**src/sv/block_cache_lru_clean_first_assert.svh**
```systemverilog
// Assertion macros for the cache directory RTL.
`ifndef BLOCK_CACHE_LRU_CLEAN_FIRST_ASSERT_SVH
`define BLOCK_CACHE_LRU_CLEAN_FIRST_ASSERT_SVH

`ifndef SYNTHESIS

// Same-cycle implication on clk, disabled during rst.
`define BCLF_ASSERT_IMP(label, ante, cons) \
  label: assert property (@(posedge clk) disable iff (rst) (ante) |-> (cons)) \
    else $error("bclf: same-cycle check failed");

// Next-cycle implication on clk, disabled during rst.
`define BCLF_ASSERT_NXT(label, ante, cons) \
  label: assert property (@(posedge clk) disable iff (rst) (ante) |=> (cons)) \
    else $error("bclf: next-cycle check failed");

`else

`define BCLF_ASSERT_IMP(label, ante, cons)
`define BCLF_ASSERT_NXT(label, ante, cons)

`endif

`endif

```
**src/sv/bclf_pkg.sv**
```systemverilog
// Types and constants shared by the cache directory cells and the controller.
`default_nettype none

package bclf_pkg;

  localparam int SLOTS     = 16;
  localparam int SLOT_W    = $clog2(SLOTS);
  localparam int FLUSH_W   = $clog2(SLOTS + 1);
  localparam int TAG_W     = 32;
  localparam int AGE_W     = 64;
  localparam int CNT_W     = 32;
  localparam int SPB_W     = 8;
  localparam int LBA_W     = 39;
  localparam int SLOT_OUT_W  = 4;
  localparam int FLUSH_OUT_W = 5;
  localparam int KIND_W    = 3;
  localparam int REQ_W     = 2;
  localparam int CFG_IDX_W = 2;
  localparam int CFG_W     = 32;
  localparam int IN_DATA_W  = 40;
  localparam int OUT_DATA_W = 112;

  localparam logic [CFG_IDX_W-1:0] CFG_BLOCK_COUNT = 2'd0;
  localparam logic [CFG_IDX_W-1:0] CFG_SECTORS     = 2'd1;
  localparam logic [CFG_IDX_W-1:0] CFG_MOUNTED     = 2'd2;

  typedef enum logic [REQ_W-1:0] {
    REQ_GET  = 2'd0,
    REQ_MARK = 2'd1,
    REQ_SYNC = 2'd2,
    REQ_BAD  = 2'd3
  } req_t;

  typedef enum logic [KIND_W-1:0] {
    K_HIT   = 3'd0,
    K_WB    = 3'd1,
    K_FILL  = 3'd2,
    K_FFAIL = 3'd3,
    K_REJ   = 3'd4,
    K_DSET  = 3'd5,
    K_NC    = 3'd6,
    K_SYNC  = 3'd7
  } kind_t;

  typedef enum logic [2:0] {
    OP_NONE,
    OP_FILL,
    OP_TOUCH,
    OP_SET_DIRTY,
    OP_CLR_DIRTY
  } cell_op_t;

  // Update broadcast from the controller to all cells; only cell idx acts.
  typedef struct packed {
    cell_op_t          op;
    logic [SLOT_W-1:0] idx;
    logic [TAG_W-1:0]  tag;
    logic [AGE_W-1:0]  age;
  } cell_cmd_t;

  // Running lookup and victim choice handed from cell to cell.
  typedef struct packed {
    logic              found;
    logic [SLOT_W-1:0] hit_idx;
    logic              have;
    logic [SLOT_W-1:0] best_idx;
    logic              best_dirty;
    logic [AGE_W-1:0]  best_age;
    logic [TAG_W-1:0]  best_tag;
  } chain_t;

  // Per-cell status seen by the controller.
  typedef struct packed {
    logic             match;
    logic             flush;
    logic [TAG_W-1:0] tag;
  } cell_stat_t;

endpackage

`default_nettype wire

```
**src/sv/bclf_cell.sv**
```systemverilog
// One directory slot: tag, age and dirty bit plus one stage of the search chain.
`default_nettype none

module bclf_cell (
  input  logic                        clk,
  input  logic                        rst,
  input  logic [bclf_pkg::SLOT_W-1:0] cell_idx,
  input  logic [bclf_pkg::TAG_W-1:0]  blk,
  input  bclf_pkg::cell_cmd_t         cmd,
  input  bclf_pkg::chain_t            chain_in,
  output bclf_pkg::chain_t            chain_out,
  output bclf_pkg::cell_stat_t        stat
);

  logic [bclf_pkg::TAG_W-1:0] tag;
  logic [bclf_pkg::AGE_W-1:0] age;
  logic                       dirty;
  logic                       match;
  logic                       take;
  logic                       sel;
  bclf_pkg::chain_t           chain_next;

  always_comb begin
    match = (age != '0) && (tag == blk);
    sel   = (cmd.idx == cell_idx);
    // Clean beats dirty, then lower age; ties keep the earlier slot.
    if (!chain_in.have) begin
      take = 1'b1;
    end else if (dirty != chain_in.best_dirty) begin
      take = !dirty;
    end else begin
      take = (age < chain_in.best_age);
    end

    chain_next = chain_in;
    if (!chain_in.found && match) begin
      chain_next.found   = 1'b1;
      chain_next.hit_idx = cell_idx;
    end
    if (take) begin
      chain_next.have       = 1'b1;
      chain_next.best_idx   = cell_idx;
      chain_next.best_dirty = dirty;
      chain_next.best_age   = age;
      chain_next.best_tag   = tag;
    end

    stat.match = match;
    stat.flush = dirty && (tag != '0);
    stat.tag   = tag;
  end

  always_ff @(posedge clk) begin
    chain_out <= chain_next;
  end

  always_ff @(posedge clk) begin
    if (rst) begin
      tag   <= '0;
      age   <= '0;
      dirty <= 1'b0;
    end else if (sel) begin
      case (cmd.op)
        bclf_pkg::OP_FILL: begin
          tag   <= cmd.tag;
          age   <= cmd.age;
          dirty <= 1'b0;
        end
        bclf_pkg::OP_TOUCH:     age   <= cmd.age;
        bclf_pkg::OP_SET_DIRTY: dirty <= 1'b1;
        bclf_pkg::OP_CLR_DIRTY: dirty <= 1'b0;
        default: ;
      endcase
    end
  end

endmodule

`default_nettype wire

```
**config.mk**
```make
export PLATFORM = sky130hd
export DESIGN_NAME = bclf_cell
export DESIGN_NICKNAME = d
export VERILOG_FILES = /design/src/sv/block_cache_lru_clean_first_assert.svh /design/src/sv/bclf_pkg.sv /design/src/sv/bclf_cell.sv
export SDC_FILE = /design/constraint.sdc
export NUM_CORES = 1
export LEC_CHECK = 0
export ABC_CLOCK_PERIOD_IN_PS = 3500
export BUFFER_PORTS_ARGS = -buffer_cell sky130_fd_sc_hd__buf_2
export CORE_AREA = 2 2 153 155
export DETAILED_ROUTE_END_ITERATION = 10
export DIE_AREA = 0 0 155 157
export GPL_TIMING_DRIVEN = 1
export PLACE_DENSITY = 0.78
export SLEW_MARGIN = 20
export SYNTH_ARGS = -nofsm -noshare
export SYNTH_HDL_FRONTEND = slang
export SYNTH_SLANG_ARGS = --single-unit
```
**constraint.sdc**
```tcl
create_clock -name clk -period 3.5 [get_ports clk]
set_input_delay 0.525 -clock clk [delete_from_list [all_inputs] [get_ports clk]]
set_output_delay 0.525 -clock clk [all_outputs]
set_load 0.02 [all_outputs]
```
-- After elaboration in Yosys (flattened, before gate mapping)
Cells that the tools add are included.
Widths: inputs -> output; s select.
- register bits after elaboration: 204
- input bits: 248
- output and inout bits: 141
- order comparisons: 1
- equal/unequal tests: 7
- mux-type cells: 5
- reduce and logical (&&, ||, !) cells: 13
- operators with widths (operator ; count):
    $mux 101 ; 1
    $lt 64x64->1 ; 1
    $reduce_bool 64->1 ; 1
    $eq 32x32->1 ; 1
    $reduce_bool 32->1 ; 1
    $eq 3x2->1 const B ; 2
    $reduce_and 2->1 ; 3
    $eq 4x4->1 ; 1
    $mux 4 ; 1
    $reduce_or 2->1 ; 2
    $eq 3x1->1 const B ; 1
    $eq 3x3->1 const B ; 1
    $logic_and 1x1->1 ; 3
    $logic_not 1->1 ; 2
    $mux 1 ; 2
    $pmux 1 s2 ; 1
    $reduce_bool 2->1 ; 1
    $ne 1x1->1 ; 1

-- Logic depth before layout (Yosys ltp)
Gate-level depths: netlist of the first run.
- depth in word-level cells: 4
- gate-level depth with buffers: 10

-- Least setup slack after synthesis of the first run
No wires, ideal clock.
- kind: input to register
- from: input port chain_in[94] (netlist bit)
- to: register chain_out[59] (netlist bit)
- setup time: 0.121 ns
- data arrival time: 2.668 ns
- required time: 3.379 ns
- slack: 0.711 ns
- stages: 10
- path through: inv_1 ha_1 nand4_1 nor4_1 nand3_1 a31oi_1 a211oi_1 a21oi_2 buf_4 mux2_2
- RTL lines (element ; line ; RTL):
    start, declared ; bclf_cell.sv:10 ; input bclf_pkg::chain_t chain_in,
    end signal, assigned ; bclf_cell.sv:54 ; chain_out <= chain_next;
    end, declared ; bclf_cell.sv:11 ; output bclf_pkg::chain_t chain_out,

==> impl_metrics.tcl, run 1 <==
set metrics [dict create \
    status "completed" \
    cts_setup_buffers 0 \
    synth_ff_type "dfxtp_1" \
    regArea_um2 4080 \
    fin_skew_ns 0.0169 \
    finalSetupViolCount 0 \
    cts_resized 0 \
    power.share.clock_pct 46.5 \
    timing.rr.end "chain_out[98]$_DFF_P_" \
    synth_fp_nets 1235 \
    finalMaxSlewViolations 0 \
    p_total_uw 5230 \
    worst_ep_arrival_time_ns 2.65 \
    power.leakage_uw 0.00602 \
    clk_latency_ns 0.50 \
    rsz0062_at_grt "no" \
    yosysTopAreaCell "dfxtp_1" \
    multi_input_area_um2 4450 \
    period_share_pct 90.7 \
    ys_seq_area_share_pct 45.5 \
    gp_congestion 0.865 \
    antenna_found_initial 3 \
    ys_async_sr_fraction_pct 0 \
    r2r_slack_ns 0.34 \
    relSlewSlack_pct 26.8 \
    cts_tree "done" \
    ioPinCount 389 \
    start_kind "flop" \
    worstPathRequired_ns 2.97 \
    min_to "chain_out[96]$_DFF_P_" \
    whs_path_depth 2 \
    yosysMostFrequentCell "dfxtp_1" \
    drv_cap 0 \
    synth_area_um2 8970 \
    dp.cells 1566 \
    hold_violations 0 \
    p_per_area_nw_per_um2 438 \
    grt_usage_pct 22.3 \
    cts_root_buffer "clkbuf_16" \
    cp-end-kind "primary output" \
    cp_max_fo 5 \
    clk_path_buf_depth 3 \
    rows 55 \
    sw_frac_of_total_pct 23.0 \
    dieHeight_um 157 \
    vias 8183 \
    drtAntennaViolNets 0 \
    dieArea_um2 24300 \
    synth_edf_count 0 \
    ctsHoldBuffers 0 \
    avgSynthCellArea_um2 9.71 \
    path_clk_slew_ns 0.06 \
    final.setup.tns_ns 0 \
    vdd_drop_max_v 0.000349 \
    dp_hpwl_um 22000 \
    placed_cell_area_um2 11200 \
    synth-warning-count 0 \
    drc 0 \
    overflow 0 \
    area_delta_synth_final_pct 33.2 \
    cts_buffers 23 \
    die_w_um 155 \
    drtIter0Drc 441 \
    grt_pass1_vias 8081 \
    start_util_pct 39.9 \
    worstHoldStart "chain_in[101]" \
    seq_power_share_pct 45.4 \
    reg2reg_from "age[25]$_SDFFE_PP0P_" \
    synthCells 924 \
    ys_top_cells_by_count "dfxtp_1, nand2_1, mux2_2, a21oi_1, inv_1" \
    routed_wl_um 28700 \
    wire_per_inst_um 17.8 \
    core-area_um2 22500 \
    vias_per_cell 5.08 \
    hold-worst-slack_ns 0.243 \
    grt_max_degree 98 \
    grt_pass1_wl_um 43000 \
    ys_types 38 \
    pwr-share-comb_pct 8.1 \
    final_area_um2 11900 \
    intPower_uw 4030 \
    cts_sinks 204 \
    fin_crit_ns 3.17 \
    n_fill_cell 2022 \
    synth.area.top_cells "dfxtp_1, mux2_2, ha_1" \
    htreeDepth 1 \
    p_sw_uw 1200 \
    max_clock_freq_mhz 315 \
    drt_pass1_iterations 5 \
    final_cells 1610 \
    yosys_register_bits 204 \
    tightest_slew_ns 1.10 \
    final_nets 1617 \
    hold_class "in2reg" \
    worstSetupPathType "reg2out" \
    yosys.area.top_type_share_pct 45.5 \
    portBuffers 388 \
    drive_above_1_share_pct 41.1 \
    r2r_cells 9 \
]
metrics by stage:
stage / util (%) / worst slack [ns]
floorplan: - / 0.711
global placement: 49.6 / 0.0801
detailed placement: 49.6 / 0.0442
CTS: 53.0 / 0.358
global route: 53.1 / 0.189
finish: 53.1 / 0.326
metal layers:
metal	vias up	track usage, %	part of all wire (%)
met1	3829	29.6	42
met3	58	4.27	7.0
met5	-	0	0
met4	0	7.28	2.9
met2	329	36.7	48
li1	3967	-	-
cell families after synthesis:
logic type | Yosys count | share of synthesized area, %
flops | 204 | 45.5
compound gates | 118 | 7.46
buf+inv | 104 | 5.10
fa+ha+maj | 63 | 8.79
other cells | 1 | 0.0418
simple gates | 260 | 12.7
xor+xnor | 38 | 3.71
mux | 136 | 16.6
registers in the layout, summed over array words and instances, names as in the netlist:
name       flops
age           64
chain_out    107
dirty          1
tag           32
worst max-delay path by stage:
stage,start,end,slack [ns],cells past startpoint
6_report,tag[16]$_SDFFE_PP0P_,stat[33],0.33,5
2_1_floorplan,chain_in[94],chain_out[59]$_DFF_P_,0.71,10
5_1_grt,age[62]$_SDFFE_PP0P_,chain_out[98]$_DFF_P_,0.19,9
4_1_cts,age[62]$_SDFFE_PP0P_,chain_out[64]$_DFF_P_,0.36,9
3_3_place_gp,chain_in[93],chain_out[27]$_DFF_P_,0.08,11
3_5_place_dp,chain_in[93],chain_out[14]$_DFF_P_,0.04,11
critical path, stage by stage (launching register included):
cell	delay, ns
dfxtp_1	0.46
xor2_1	0.12
nor4_1	0.66
nand4_1	0.22
nor3_1	0.42
buf_2	0.25
cell usage in the layout, fill, tap and decap left out, types with 5 or more instances in the layout:
| master | netlist | final |
|---|---|---|
| xnor2_1 | 5 | 5 |
| nor2_1 | 45 | 44 |
| a21oi_1 | 84 | 84 |
| clkbuf_8 | 0 | 6 |
| dfxtp_1 | 204 | 204 |
| ha_1 | 63 | 63 |
| clkbuf_16 | 0 | 23 |
| buf_2 | 3 | 387 |
| nand2_1 | 144 | 143 |
| xor2_1 | 33 | 33 |
| mux2i_1 | 32 | 32 |
| nand4_1 | 20 | 20 |
| buf_4 | 5 | 5 |
| o21ai_0 | 8 | 8 |
| mux2_2 | 104 | 104 |
| clkinv_2 | 0 | 6 |
| a211oi_1 | 5 | 5 |
| a21o_1 | 6 | 6 |
| inv_1 | 66 | 66 |
| nor4_1 | 36 | 36 |
| nand3_1 | 7 | 7 |
cell type report:
cell class / count / share of cell area [%]
multi-input cells: 616 / 37.2
flip-flops and latches: 204 / 34.2
repair buffers: 395 / 17.0
clock buffers: 32 / 5.60
well taps: 285 / 2.99
inverters: 66 / 2.07
clock inverters: 9 / 0.817
diodes: 3 / 0.0628
power groups by stage:
stage	Sequential (µW)	Clock, µW	Combinational [µW]
floorplan	2450	0	155
global placement	2430	0	418
detailed placement	2430	0	425
CTS	2380	2480	428
global route	2380	2570	470
finish	2380	2430	425
Note: power is estimated with default switching activity, not from simulation.
==> run 2, diff against run 1 <==
--- a/config.mk
+++ b/config.mk
@@ -7,11 +7,12 @@
 export LEC_CHECK = 0
 export ABC_CLOCK_PERIOD_IN_PS = 3500
 export BUFFER_PORTS_ARGS = -buffer_cell sky130_fd_sc_hd__buf_2
-export CORE_AREA = 2 2 153 155
+export CELL_PAD_IN_SITES_DETAIL_PLACEMENT = 0
+export CELL_PAD_IN_SITES_GLOBAL_PLACEMENT = 1
+export CORE_UTILIZATION = 35
 export DETAILED_ROUTE_END_ITERATION = 10
-export DIE_AREA = 0 0 155 157
 export GPL_TIMING_DRIVEN = 1
-export PLACE_DENSITY = 0.78
+export PLACE_DENSITY = 0.89
 export SLEW_MARGIN = 20
 export SYNTH_ARGS = -nofsm -noshare
 export SYNTH_HDL_FRONTEND = slang
==> run 2 against run 1 <==
Against the previous run:
- via count fell by 1.4%
- global-route usage fell by 1.2 points
- combinational power fell by 0.9%
- critical endpoint unchanged
- critical path type unchanged
- sequential share of layout area fell by 0.46 points
- first-iteration DRC count rose by 19%
- utilization fell by 5.0 points
- highest routed layer is now met5
==> impl_metrics.tcl, run 2 (synthesis results as in run 1) <==
set metrics [dict create \
    sw_frac_of_total_pct 22.6 \
    power.leakage_uw 0.00606 \
    routed_wl_um 29000 \
    vias 8068 \
    rsz0062_at_grt "no" \
    drc 0 \
    regMostFlops "chain_out" \
    cp-end-kind "primary output" \
    r2r_slack_ns 0.39 \
    cts_resized 0 \
    intPower_uw 4230 \
    pwr-share-comb_pct 7.7 \
    fin_crit_ns 3.18 \
    start_util_pct 35.6 \
    overflow 0 \
    dieHeight_um 162 \
    start_kind "flop" \
    grt_usage_pct 21.1 \
    core-area_um2 25200 \
    finalSetupViolCount 0 \
    reg2reg_from "age[63]$_SDFFE_PP0P_" \
    fin_skew_ns 0.0148 \
    antenna_found_initial 4 \
    tightest_slew_ns 0.867 \
    seq_power_share_pct 43.5 \
    cts_buffers 24 \
    cts_setup_buffers 0 \
    fin_ws_ns 0.325 \
    r2r_cells 9 \
    portBuffers 388 \
    cts_tree "done" \
    path_clk_slew_ns 0.06 \
    dp_hpwl_um 22000 \
    grt_pass1_vias 7745 \
    hold-worst-slack_ns 0.237 \
    final_nets 1618 \
    wire_per_inst_um 17.5 \
    period_share_pct 90.7 \
    cp_max_fo 4 \
    worst_ep_arrival_time_ns 2.65 \
    ctsHoldBuffers 0 \
    rows 58 \
    preCtsSetupSlack_ns 0.0550 \
    status "completed" \
    worstSetupPathType "reg2out" \
    htreeDepth 1 \
    vdd_drop_max_v 0.000404 \
    clk_latency_ns 0.51 \
    ioPinCount 389 \
    gp_congestion 0.840 \
    dieArea_um2 26300 \
    die_w_um 162 \
    worstHoldStart "chain_in[101]" \
    finalMaxSlewViolations 0 \
    p_sw_uw 1230 \
    drtIter0Drc 524 \
    final_cells 1658 \
    whs_path_depth 2 \
    hold_violations 0 \
    power.share.clock_pct 48.8 \
    layout_common_cells "buf_2, dfxtp_1, nand2_1" \
    cts_root_buffer "clkbuf_16" \
    drt_pass1_iterations 6 \
    relSlewSlack_pct 42.2 \
    drtAntennaViolNets 0 \
    largest_reg_flops 107 \
    cts_sinks 204 \
    drive_above_1_share_pct 41.0 \
    hold_class "in2reg" \
    max_clock_freq_mhz 315 \
    worstPathRequired_ns 2.97 \
    dp.cells 1611 \
    vias_per_cell 4.87 \
    final.setup.tns_ns 0 \
    clk_path_buf_depth 3 \
    p_per_area_nw_per_um2 451 \
    drv_cap 0 \
    reg_top3 "chain_out: 107 flops, age: 64 flops, tag: 32 flops" \
    final_common_cell "buf_2" \
    min_to "chain_out[96]$_DFF_P_" \
    grt_max_degree 98 \
    n_fill_cell 2400 \
    area_delta_synth_final_pct 35.0 \
    timing.rr.end "chain_out[0]$_DFF_P_" \
    grt_pass1_wl_um 43000 \
]
## run 2: changes by cell type in the layout (fill, tap and decap cells not counted), sizes merged
cell / previous run / this run
clkbuf: 32 / 38
bufinv: 2 / 3
inv: 66 / 67
clkinv: 6 / 1
## run 2: critical path: stages (launching register included)
cell	delay, ns
dfxtp_1	0.34
nor4_1	0.50
nand4_1	0.28
nor4_1	0.69
nor3_1	0.13
buf_2	0.20
## run 2: cell type report
cell class	instances	area (µm²)	area share (%)
Clock buffer	38	744	6.15
Timing Repair Buffer	395	2050	16.9
Tap cell	330	413	3.41
Antenna cell	3	7.51	0.0620
Sequential cell	204	4080	33.7
Inverter	66	248	2.05
Multi-Input combinational cell	616	4450	36.7
Clock inverter	6	111	0.920
## run 2: worst max path at each step
stage                             to  slack, ns                  from
6_report                    stat[33]       0.32  age[20]$_SDFFE_PP0P_
5_1_grt                     stat[33]        0.1  age[12]$_SDFFE_PP0P_
4_1_cts                     stat[33]       0.22  age[20]$_SDFFE_PP0P_
3_5_place_dp    chain_out[4]$_DFF_P_       0.06          chain_in[93]
3_3_place_gp   chain_out[98]$_DFF_P_       0.08          chain_in[93]
2_1_floorplan  chain_out[59]$_DFF_P_       0.71          chain_in[94]
## run 2: metrics by stage
stage	util [%]	power [µW]	cell area (µm²)
2_1_floorplan	-	2610	8970
3_3_place_gp	44.6	2840	11200
6_report	48.1	5460	12100
3_5_place_dp	44.6	2850	11200
4_1_cts	48.0	5520	12100
5_1_grt	48.1	5670	12100
## run 2: power groups by stage
stage / clock network [µW] / logic, µW / registers, µW
finish: 2660 / 421 / 2380
global route: 2830 / 462 / 2380
CTS: 2730 / 422 / 2380
detailed placement: 0 / 420 / 2430
global placement: 0 / 413 / 2430
floorplan: 0 / 155 / 2450
## run 2: layer usage
layer  vias up  share of wire, %  GRT usage [%]
met3        58               5.8           3.91
met4         2               3.1           7.29
met2       258                47           34.0
li1       3949                 -              -
met5         -             0.028              0
met1      3801                44           28.2
